==> src/hw/rtl/slrg_pkg.sv <==
// shared types, constants, helper functions and microcode rom for the subtractive generator
package slrg_pkg;

   localparam int TABLE_LEN  = 55;
   localparam int IDX_W      = 6;
   localparam int WORD_W     = 30;
   localparam int SEED_W     = 32;
   localparam int MIX_PASSES = 4;
   localparam int FILL_STEP  = 21;
   localparam int FAR_START  = 31;
   localparam int LAG_OFS    = 30;
   localparam int CNT_W      = 8;
   localparam int UPC_W      = 4;

   localparam logic [SEED_W-1:0] MODULUS   = 32'd1000000000;
   localparam logic [SEED_W-1:0] SEED_BASE = 32'd161803398;

   typedef logic [IDX_W-1:0]  idx_type;
   typedef logic [WORD_W-1:0] word_type;
   typedef logic [SEED_W-1:0] seed_type;
   typedef logic [CNT_W-1:0]  cnt_type;
   typedef logic [UPC_W-1:0]  upc_type;

   localparam idx_type LAST_ADDR   = idx_type'(TABLE_LEN - 1);
   localparam idx_type FILL_ADDR0  = idx_type'(FILL_STEP - 1);
   localparam idx_type MIX_B_ADDR0 = idx_type'(LAG_OFS + 1);
   localparam cnt_type FILL_COUNT  = cnt_type'(TABLE_LEN - 1);
   localparam cnt_type MIX_COUNT   = cnt_type'(MIX_PASSES * TABLE_LEN);

   // microcode step addresses
   localparam upc_type UPC_IDLE    = 4'd0;
   localparam upc_type UPC_MAG     = 4'd1;
   localparam upc_type UPC_ABS     = 4'd2;
   localparam upc_type UPC_SEED    = 4'd3;
   localparam upc_type UPC_FILL    = 4'd4;
   localparam upc_type UPC_MIX_SET = 4'd5;
   localparam upc_type UPC_MIX_RD  = 4'd6;
   localparam upc_type UPC_MIX_WR  = 4'd7;
   localparam upc_type UPC_ARM     = 4'd8;
   localparam upc_type UPC_DRAW_RD = 4'd9;
   localparam upc_type UPC_DRAW_WR = 4'd10;

   typedef enum logic [3:0] {
      OP_NONE,
      OP_LOAD,
      OP_MAG,
      OP_ABS,
      OP_SEED,
      OP_FILL,
      OP_MIX_SET,
      OP_MIX_RD,
      OP_MIX_WR,
      OP_ARM,
      OP_DRAW_RD,
      OP_DRAW_WR
   } dp_op_type;

   typedef enum logic [1:0] {
      GATE_NONE,
      GATE_REQ,
      GATE_RSP
   } gate_type;

   typedef enum logic [1:0] {
      JC_NEXT,
      JC_ALWAYS,
      JC_LOOP,
      JC_DISPATCH
   } jc_type;

   typedef enum logic [1:0] {
      CL_NONE,
      CL_FILL,
      CL_MIX
   } cnt_load_type;

   typedef struct packed {
      dp_op_type    op;
      gate_type     gate;
      jc_type       jc;
      cnt_load_type cl;
      upc_type      target;
   } uword_type;

   typedef struct packed {
      dp_op_type op;
   } slrg_ctl_type;

   typedef struct packed {
      logic seeded;
      logic out_busy;
      logic seed_neg;
   } slrg_stat_type;

   // (a - b) mod 10^9 for a, b below the modulus
   function automatic word_type sub_mod(word_type a, word_type b);
      logic [WORD_W:0] d;
      d = {1'b0, a} - {1'b0, b};
      if (d[WORD_W]) begin
         d = d + MODULUS[WORD_W:0];
      end
      return d[WORD_W-1:0];
   endfunction

   // table index steps circularly over 1..55
   function automatic idx_type next_index(idx_type i);
      return (i >= idx_type'(TABLE_LEN)) ? idx_type'(1) : i + idx_type'(1);
   endfunction

   // memory address steps circularly over 0..54
   function automatic idx_type addr_inc(idx_type a);
      return (a >= LAST_ADDR) ? idx_type'(0) : a + idx_type'(1);
   endfunction

   // fill order: next address is 21 further, modulo 55
   function automatic idx_type addr_fill_step(idx_type a);
      logic [IDX_W:0] s;
      s = {1'b0, a} + (IDX_W+1)'(FILL_STEP);
      if (s >= (IDX_W+1)'(TABLE_LEN)) begin
         s = s - (IDX_W+1)'(TABLE_LEN);
      end
      return s[IDX_W-1:0];
   endfunction

   function automatic uword_type ucode_rom(upc_type pc);
      uword_type w;
      w = '{op: OP_NONE, gate: GATE_NONE, jc: JC_NEXT, cl: CL_NONE, target: UPC_IDLE};
      case (pc)
         UPC_IDLE: begin
            w.op = OP_LOAD; w.gate = GATE_REQ; w.jc = JC_DISPATCH;
         end
         UPC_MAG:     w.op = OP_MAG;
         UPC_ABS:     w.op = OP_ABS;
         UPC_SEED: begin
            w.op = OP_SEED; w.cl = CL_FILL;
         end
         UPC_FILL: begin
            w.op = OP_FILL; w.jc = JC_LOOP; w.target = UPC_FILL;
         end
         UPC_MIX_SET: begin
            w.op = OP_MIX_SET; w.cl = CL_MIX;
         end
         UPC_MIX_RD:  w.op = OP_MIX_RD;
         UPC_MIX_WR: begin
            w.op = OP_MIX_WR; w.jc = JC_LOOP; w.target = UPC_MIX_RD;
         end
         UPC_ARM:     w.op = OP_ARM;
         UPC_DRAW_RD: w.op = OP_DRAW_RD;
         UPC_DRAW_WR: begin
            w.op = OP_DRAW_WR; w.gate = GATE_RSP; w.jc = JC_ALWAYS; w.target = UPC_IDLE;
         end
         default: begin
            w.jc = JC_ALWAYS; w.target = UPC_IDLE;
         end
      endcase
      return w;
   endfunction

endpackage

==> src/hw/rtl/slrg_if.sv <==
// request and response channel interfaces of the subtractive generator
interface slrg_req_if;
   logic               valid;
   logic               ready;
   logic signed [31:0] seed;

   modport source (output valid, output seed, input ready);
   modport sink (input valid, input seed, output ready);
endinterface

interface slrg_rsp_if;
   logic        valid;
   logic        ready;
   logic [29:0] value;

   modport source (output valid, output value, input ready);
   modport sink (input valid, input value, output ready);
endinterface

==> src/hw/rtl/slrg_seq.sv <==
// microcode sequencer: step counter, loop counter and rom-driven jumps
module slrg_seq
   import slrg_pkg::*;
(
   input  logic          clock,
   input  logic          reset,
   input  logic          req_valid,
   output logic          req_ready,
   input  slrg_stat_type stat,
   output slrg_ctl_type  ctl
);

   upc_type   pc_ff, pc_in;
   cnt_type   cnt_ff, cnt_in;
   uword_type uw;
   logic      stall;

   always_comb begin
      uw    = ucode_rom(pc_ff);
      stall = ((uw.gate == GATE_REQ) && !req_valid) ||
              ((uw.gate == GATE_RSP) && stat.out_busy);
      req_ready = (uw.gate == GATE_REQ);
      ctl.op    = stall ? OP_NONE : uw.op;

      pc_in  = pc_ff;
      cnt_in = cnt_ff;
      if (!stall) begin
         case (uw.jc)
            JC_NEXT:   pc_in = pc_ff + upc_type'(1);
            JC_ALWAYS: pc_in = uw.target;
            JC_LOOP: begin
               pc_in  = (cnt_ff != cnt_type'(1)) ? uw.target : pc_ff + upc_type'(1);
               cnt_in = cnt_ff - cnt_type'(1);
            end
            JC_DISPATCH: pc_in = (stat.seed_neg || !stat.seeded) ? UPC_MAG : UPC_DRAW_RD;
            default:   pc_in = UPC_IDLE;
         endcase
         case (uw.cl)
            CL_FILL: cnt_in = FILL_COUNT;
            CL_MIX:  cnt_in = MIX_COUNT;
            default: ;
         endcase
      end
   end

   always_ff @(posedge clock) begin
      if (reset) begin
         pc_ff  <= UPC_IDLE;
         cnt_ff <= '0;
      end else begin
         pc_ff  <= pc_in;
         cnt_ff <= cnt_in;
      end
   end

`ifndef ASSERT_OFF
   a_loop_count_live: assert property (@(posedge clock) disable iff (reset)
      ((pc_ff == UPC_FILL) || (pc_ff == UPC_MIX_WR)) |-> (cnt_ff != '0))
      else $error("loop step entered with empty count");

   a_pc_in_program: assert property (@(posedge clock) disable iff (reset)
      (pc_ff <= UPC_DRAW_WR))
      else $error("step counter left the program");

   a_accept_only_idle: assert property (@(posedge clock) disable iff (reset)
      (req_valid && req_ready) |=> ((pc_ff == UPC_MAG) || (pc_ff == UPC_DRAW_RD)))
      else $error("request accepted without dispatch");
`endif

endmodule

==> src/hw/rtl/slrg_dp.sv <==
// datapath: lag table memory, seed arithmetic, modular subtract and output register
module slrg_dp
   import slrg_pkg::*;
(
   input  logic          clock,
   input  logic          reset,
   input  slrg_ctl_type  ctl,
   input  seed_type      req_seed,
   output slrg_stat_type stat,
   input  logic          rsp_ready,
   output logic          rsp_valid,
   output word_type      rsp_value
);

   word_type lag_mem [TABLE_LEN];

   seed_type seed_ff, seed_in;
   seed_type acc_ff, acc_in;
   word_type cur_ff, cur_in;
   word_type prev_ff, prev_in;
   idx_type  addr_a_ff, addr_a_in;
   idx_type  addr_b_ff, addr_b_in;
   idx_type  near_ff, near_in;
   idx_type  far_ff, far_in;
   logic     seeded_ff, seeded_in;
   logic     rsp_valid_ff, rsp_valid_in;
   word_type value_ff, value_in;
   word_type rd_a_ff, rd_b_ff;

   logic     wr_en, rd_en;
   idx_type  wr_addr, ra, rb;
   word_type wr_data;
   logic [SEED_W:0] diff;
   seed_type red;
   idx_type  nn, fn;

   always_comb begin
      seed_in      = seed_ff;
      acc_in       = acc_ff;
      cur_in       = cur_ff;
      prev_in      = prev_ff;
      addr_a_in    = addr_a_ff;
      addr_b_in    = addr_b_ff;
      near_in      = near_ff;
      far_in       = far_ff;
      seeded_in    = seeded_ff;
      value_in     = value_ff;
      rsp_valid_in = rsp_valid_ff && !rsp_ready;
      wr_en        = 1'b0;
      rd_en        = 1'b0;
      wr_addr      = addr_a_ff;
      wr_data      = prev_ff;
      ra           = addr_a_ff;
      rb           = addr_b_ff;
      diff         = {1'b0, SEED_BASE} - {1'b0, acc_ff};
      red          = (acc_ff >= MODULUS) ? acc_ff - MODULUS : acc_ff;
      nn           = next_index(near_ff);
      fn           = next_index(far_ff);

      case (ctl.op)
         OP_LOAD: seed_in = req_seed;
         OP_MAG:  acc_in = seed_ff[SEED_W-1] ? (~seed_ff + seed_type'(1)) : seed_ff;
         // magnitude of base minus seed magnitude
         OP_ABS:  acc_in = diff[SEED_W] ? (acc_ff - SEED_BASE) : diff[SEED_W-1:0];
         OP_SEED: begin
            wr_en     = 1'b1;
            wr_addr   = LAST_ADDR;
            wr_data   = red[WORD_W-1:0];
            cur_in    = red[WORD_W-1:0];
            prev_in   = word_type'(1);
            addr_a_in = FILL_ADDR0;
         end
         OP_FILL: begin
            wr_en     = 1'b1;
            wr_data   = prev_ff;
            prev_in   = sub_mod(cur_ff, prev_ff);
            cur_in    = prev_ff;
            addr_a_in = addr_fill_step(addr_a_ff);
         end
         OP_MIX_SET: begin
            addr_a_in = '0;
            addr_b_in = MIX_B_ADDR0;
         end
         OP_MIX_RD: rd_en = 1'b1;
         OP_MIX_WR: begin
            wr_en     = 1'b1;
            wr_data   = sub_mod(rd_a_ff, rd_b_ff);
            addr_a_in = addr_inc(addr_a_ff);
            addr_b_in = addr_inc(addr_b_ff);
         end
         OP_ARM: begin
            near_in   = '0;
            far_in    = idx_type'(FAR_START);
            seeded_in = 1'b1;
         end
         OP_DRAW_RD: begin
            rd_en   = 1'b1;
            near_in = nn;
            far_in  = fn;
            ra      = nn - idx_type'(1);
            rb      = fn - idx_type'(1);
         end
         OP_DRAW_WR: begin
            wr_en        = 1'b1;
            wr_addr      = near_ff - idx_type'(1);
            wr_data      = sub_mod(rd_a_ff, rd_b_ff);
            value_in     = wr_data;
            rsp_valid_in = 1'b1;
         end
         default: ;
      endcase
   end

   always_ff @(posedge clock) begin
      if (wr_en) begin
         lag_mem[wr_addr] <= wr_data;
      end
      if (rd_en) begin
         rd_a_ff <= lag_mem[ra];
         rd_b_ff <= lag_mem[rb];
      end
   end

   always_ff @(posedge clock) begin
      if (reset) begin
         near_ff      <= '0;
         far_ff       <= idx_type'(FAR_START);
         seeded_ff    <= 1'b0;
         rsp_valid_ff <= 1'b0;
      end else begin
         near_ff      <= near_in;
         far_ff       <= far_in;
         seeded_ff    <= seeded_in;
         rsp_valid_ff <= rsp_valid_in;
      end
   end

   always_ff @(posedge clock) begin
      seed_ff   <= seed_in;
      acc_ff    <= acc_in;
      cur_ff    <= cur_in;
      prev_ff   <= prev_in;
      addr_a_ff <= addr_a_in;
      addr_b_ff <= addr_b_in;
      value_ff  <= value_in;
   end

   assign stat.seeded   = seeded_ff;
   assign stat.out_busy = rsp_valid_ff && !rsp_ready;
   assign stat.seed_neg = req_seed[SEED_W-1];
   assign rsp_valid     = rsp_valid_ff;
   assign rsp_value     = value_ff;

`ifndef ASSERT_OFF
   a_draw_after_build: assert property (@(posedge clock) disable iff (reset)
      (ctl.op == OP_DRAW_RD) |-> seeded_ff)
      else $error("draw issued before the table was built");

   a_lag_distance: assert property (@(posedge clock) disable iff (reset)
      (ctl.op == OP_DRAW_WR) |->
         (far_ff == ((near_ff <= idx_type'(24)) ? near_ff + idx_type'(31)
                                               : near_ff - idx_type'(24))))
      else $error("near and far indices lost their lag");

   a_rsp_from_draw: assert property (@(posedge clock) disable iff (reset)
      $rose(rsp_valid_ff) |-> $past(ctl.op == OP_DRAW_WR))
      else $error("response raised without a draw");

   a_no_overwrite: assert property (@(posedge clock) disable iff (reset)
      (ctl.op == OP_DRAW_WR) |-> !(rsp_valid_ff && !rsp_ready))
      else $error("draw overwrote a pending response");
`endif

endmodule

==> src/hw/rtl/subtractive_lagged_random_generator.sv <==
// top level of the subtractive lagged generator (modulus 10^9, 55-entry lag table)
// usage:
//   req carries a signed 32-bit seed; rsp returns one 30-bit value 0..999999999 per request,
//   the uniform fraction being value / 10^9. both channels use valid/ready.
//   a request is taken only when the sequencer sits at its idle step.
// sequence:
//   a plain draw steps through accept, table read of both lagged entries, then write-back
//   and response register load. rsp.valid rises the cycle after that.
//   a negative seed, or the first request after reset, rebuilds the table first: seed
//   arithmetic (magnitude, absolute difference, seeding), 54 fill writes, 220 mixing
//   updates, each a read then a write, and one arming step. the single write port of the
//   table memory and the read-then-write mixing loop set this order of steps.
// reset:
//   clears the step counter, the response valid and marks the table as not built; the
//   table memory itself is not cleared, the first request always rebuilds it.
// stalls:
//   a finished response waits in its register; the next request is still accepted and
//   runs until its own write-back step, where it holds until rsp.ready frees the register.
module subtractive_lagged_random_generator
   import slrg_pkg::*;
(
   input logic         clock,
   input logic         reset,
   slrg_req_if.sink    req,
   slrg_rsp_if.source  rsp
);

   slrg_ctl_type  ctl;
   slrg_stat_type stat;

   slrg_seq u_seq (
      .clock     (clock),
      .reset     (reset),
      .req_valid (req.valid),
      .req_ready (req.ready),
      .stat      (stat),
      .ctl       (ctl)
   );

   slrg_dp u_dp (
      .clock     (clock),
      .reset     (reset),
      .ctl       (ctl),
      .req_seed  (seed_type'(req.seed)),
      .stat      (stat),
      .rsp_ready (rsp.ready),
      .rsp_valid (rsp.valid),
      .rsp_value (rsp.value)
   );

endmodule
==> src/flat_wrapper.sv <==
// flat-port wrapper written by rule: the top's interface ports become plain ports
module subtractive_lagged_random_generator_flat import slrg_pkg::*;
  (clock, reset, req_valid, req_seed, req_ready, rsp_valid, rsp_value, rsp_ready);
  slrg_req_if req_i ();
  slrg_rsp_if rsp_i ();
  input logic clock;
  input logic reset;
  input wire logic [$bits(req_i.valid)-1:0] req_valid;
  input wire logic [$bits(req_i.seed)-1:0] req_seed;
  output wire logic [$bits(req_i.ready)-1:0] req_ready;
  output wire logic [$bits(rsp_i.valid)-1:0] rsp_valid;
  output wire logic [$bits(rsp_i.value)-1:0] rsp_value;
  input wire logic [$bits(rsp_i.ready)-1:0] rsp_ready;
  assign req_i.valid = req_valid;
  assign req_i.seed = req_seed;
  assign req_ready = req_i.ready;
  assign rsp_valid = rsp_i.valid;
  assign rsp_value = rsp_i.value;
  assign rsp_i.ready = rsp_ready;
  subtractive_lagged_random_generator u_core (.clock(clock), .reset(reset), .req(req_i), .rsp(rsp_i));
endmodule
==> config.mk <==
export PLATFORM = sky130hd
export DESIGN_NAME = subtractive_lagged_random_generator_flat
export DESIGN_NICKNAME = d
export VERILOG_FILES = /design/src/hw/rtl/slrg_pkg.sv /design/src/hw/rtl/slrg_if.sv /design/src/hw/rtl/slrg_seq.sv /design/src/hw/rtl/slrg_dp.sv /design/src/hw/rtl/subtractive_lagged_random_generator.sv /design/src/flat_wrapper.sv
export SDC_FILE = /design/constraint.sdc
export NUM_CORES = 2
export LEC_CHECK = 0
export BUFFER_PORTS_ARGS = -buffer_cell sky130_fd_sc_hd__buf_2
export CORE_UTILIZATION = 25
export CTS_CLUSTER_DIAMETER = 60
export DETAILED_ROUTE_END_ITERATION = 8
export SYNTH_ARGS = -nofsm -noshare
export SYNTH_HDL_FRONTEND = slang
export SYNTH_HIERARCHICAL = 1
export SYNTH_SLANG_ARGS = --single-unit
==> constraint.sdc <==
create_clock -name clock -period 10.02 [get_ports clock]
set_input_delay 2.505 -clock clock [delete_from_list [all_inputs] [get_ports clock]]
set_output_delay 2.505 -clock clock [all_outputs]
set_load 0.05 [all_outputs]
==> metrics.yaml <==
status: "finished with violations"
initial_core_util_pct: 25.2
final_max_slew_viol_count: 3
syn_to_final_growth_pct: 14.2
die_x_um: 626
num_rows: 228
portBuffers: 67
p_comb_share_pct: 23.7
p_leak_nw: 36.9
grt_pass1_wl_mm: 473
grt_usage_pct: 16.1
post_cts_buffers: 0
die-area_um2: 392000
numCtsBuffers: 210
routedWlPerCell_um: 24.1
worst_slack_ns: 2.25
cts_tree: "yes"
vias: 72300
fin_tns_setup_ns: 0
rsz0062_at_grt: "false"
reg2reg_slack_ns: 3.16
drive_gt1_share_pct: 13.5
gr-total-overflow: 0
p_sw_share_pct: 32.4
place_congestion: 0.855
critPathLaunch: "rsp_ready"
synth.avg_cell_area_um2: 11.7
clk_pin_slew_ns: 0.06
drc: 0
setup_viol: 0
p_per_area_nw_per_um2: 205
ys_types: 104
internal-power_mw: 15.4
drt_iter0_drc: 9558
yosysSeqAreaShare_pct: 58.4
endpoint: "u_core/u_dp/rd_b_ff[23]"
ir_drop_mv: 0.278
async_flop_share_pct: 0
syn-num-nets: 8432
synth_ff_type: "edfxtp_1"
drv_cap: 1
yosysWarnings: 6
multi_input_area_um2: 38300
first_global_vias: 68000
p_sw_mw: 7.38
drt-vias-per-instance: 5.35
worstRegToRegCells: 14
syn-cell-area_um2: 97400
failed_checks: "max-capacitance violations, max-slew violations"
startpoint_type: "input port"
synthCells: 8306
cts_buffer_depth: 3
wl_mm: 326
cts_hold_buf: 0
reg2reg_to: "u_core/u_dp/rd_b_ff[23]"
antenna_left: 0
dp_slack_ns: 1.52
tightest_slew_ns: 1.59
core_area_um2: 387000
worstPathArrival_ns: 8.29
nets: 8285
crit_type: "in -> reg"
dp_hpwl_mm: 194
clk_latency_ns: 0.89
n_fill_cell: 39100
cp_max_fo: 54
required_ns: 10.54
period_minus_slack_ns: 7.77
max_freq_mhz: 129
synth-edff-count: 1876
post_cts_resized: 0
holdCritPathClass: "reg -> reg"
grt_max_degree: 112
synth-seq-cells: 1902
numClockSinks: 1902
hold_path.startpoint: "u_core/u_dp/seeded_ff"
slew_headroom_pct: -6.62
hold_viol: 0
finClkSkew_ns: 0.104
ios: 68
timing.hold.ws_ns: 0.494
seqCellArea_um2: 56900
r2r_start: "u_core/u_seq/pc_ff[2]"
utilization_pct: 28.8
dr.pass1.iters: 8
die_h_um: 626
end_kind: "flop"
antenna_found_initial: 13
power.share.clock_pct: 33.2
root_buffer: "clkbuf_16"
pwr-share-seq_pct: 43.1
finalCritPeriodShare_pct: 77.6
htree_levels: 4
[metrics by stage]
stage	instance area (um^2)	power (mW)	std cells
3_3_place_gp	105000	15.2	13100
5_1_grt	111000	23.6	13500
2_1_floorplan	97400	13.4	8306
3_5_place_dp	105000	15.2	13100
6_report	111000	22.8	13500
4_1_cts	111000	22.7	13500
[cell type report]
type                       count  area share (%)
multi-input combinational   5658            34.5
inverter                     107           0.361
sequential                  1902            51.1
clock buffer                 258            4.93
clock inverter               127            1.06
timing repair buffer         280            2.23
tap                         5175            5.82
antenna                        7          0.0157
[per-layer routing]
metal	share of wire, %	track usage (%)	vias to the layer above
met4	3.3	5.36	4
met5	0.010	0	-
met1	40	21.9	36100
met2	45	25.1	4381
met3	12	3.71	620
li1	-	-	31200
[how the worst min path moves through the flow]
stage	end	cells after the start
finish	u_core/u_dp/seeded_ff	2
global route	u_core/u_dp/seeded_ff	2
CTS	u_core/u_dp/seeded_ff	2
detailed placement	u_core/u_dp/seeded_ff	2
global placement	u_core/u_dp/seeded_ff	2
floorplan	u_core/u_dp/seeded_ff	2
[synth_stat cells, types with 92 or more instances]
cell      instances  area share, %
nand2_1        1982            7.6
edfxtp_1       1876             58
clkbuf_1        531            2.0
nand3_1         498            2.6
nor2_1          393            1.5
mux4_2          385            8.9
a21oi_1         370            1.9
a311oi_1        315            2.8
and3_1          206            1.3
o21ai_0         174           0.89
a31oi_1         156            1.0
mux2i_1         122            1.3
xnor2_1         120            1.1
a211oi_1        114           0.88
inv_1           105           0.40
nor2b_1          92           0.59
[power groups by stage]
stage | clock, mW | sequential, mW | combinational [mW]
3_5_place_dp | 0 | 9.97 | 5.28
3_3_place_gp | 0 | 9.97 | 5.25
6_report | 7.55 | 9.82 | 5.40
2_1_floorplan | 0 | 9.76 | 3.65
4_1_cts | 7.65 | 9.81 | 5.29
5_1_grt | 7.94 | 9.85 | 5.79
[cells in the final DEF, fill, tap and decap left out, drive strengths merged, types with 93 or more instances in the layout]
cell and instances:
nand2 1982, edfxtp 1876, nand3 498, nor2 394
mux4 385, a21oi 373, a311oi 316, buf 280
clkbuf 258, and3 206, o21ai 184, a31oi 156
mux2i 122, xnor2 120, a211oi 116, inv 111
clkinv 103, nor2b 93
[kinds of logic after synthesis]
| group | after synthesis | share of synthesized area, % |
|---|---|---|
| simple gates | 3385 | 15.1 |
| compound gates | 1488 | 10.5 |
| xor+xnor | 185 | 1.66 |
| buf+inv | 746 | 2.98 |
| fa+ha+maj | 90 | 1.17 |
| mux | 510 | 10.2 |
| flops | 1902 | 58.4 |
[worst max-delay path: stages]
cell,delay [ns]
buf_2,0.07
nor2b_1,0.06
and4b_4,0.22
or2_4,0.31
nor3_1,0.65
nand3b_1,0.26
or2_2,0.70
nor2_1,0.25
a21oi_4,0.34
buf_12,0.30
buf_12,0.41
mux4_2,0.58
mux2i_1,0.14
nor2_1,0.05
o311ai_0,1.05
o21ai_0,0.27
[sequential cells by signal, indices dropped and copies added, names as in the netlist]
| name | flops |
|---|---|
| u_core/u_dp/acc_ff | 32 |
| u_core/u_dp/addr_a_ff | 6 |
| u_core/u_dp/addr_b_ff | 6 |
| u_core/u_dp/cur_ff | 30 |
| u_core/u_dp/far_ff | 6 |
| u_core/u_dp/lag_mem | 1650 |
| u_core/u_dp/near_ff | 6 |
| u_core/u_dp/prev_ff | 30 |
| u_core/u_dp/rd_a_ff | 30 |
| u_core/u_dp/rd_b_ff | 30 |
| u_core/u_dp/rsp_valid | 1 |
| u_core/u_dp/rsp_value | 30 |
| u_core/u_dp/seed_ff | 32 |
| u_core/u_dp/seeded_ff | 1 |
| u_core/u_seq/cnt_ff | 8 |
| u_core/u_seq/pc_ff | 4 |
Note: power is estimated with default switching activity, not from simulation.
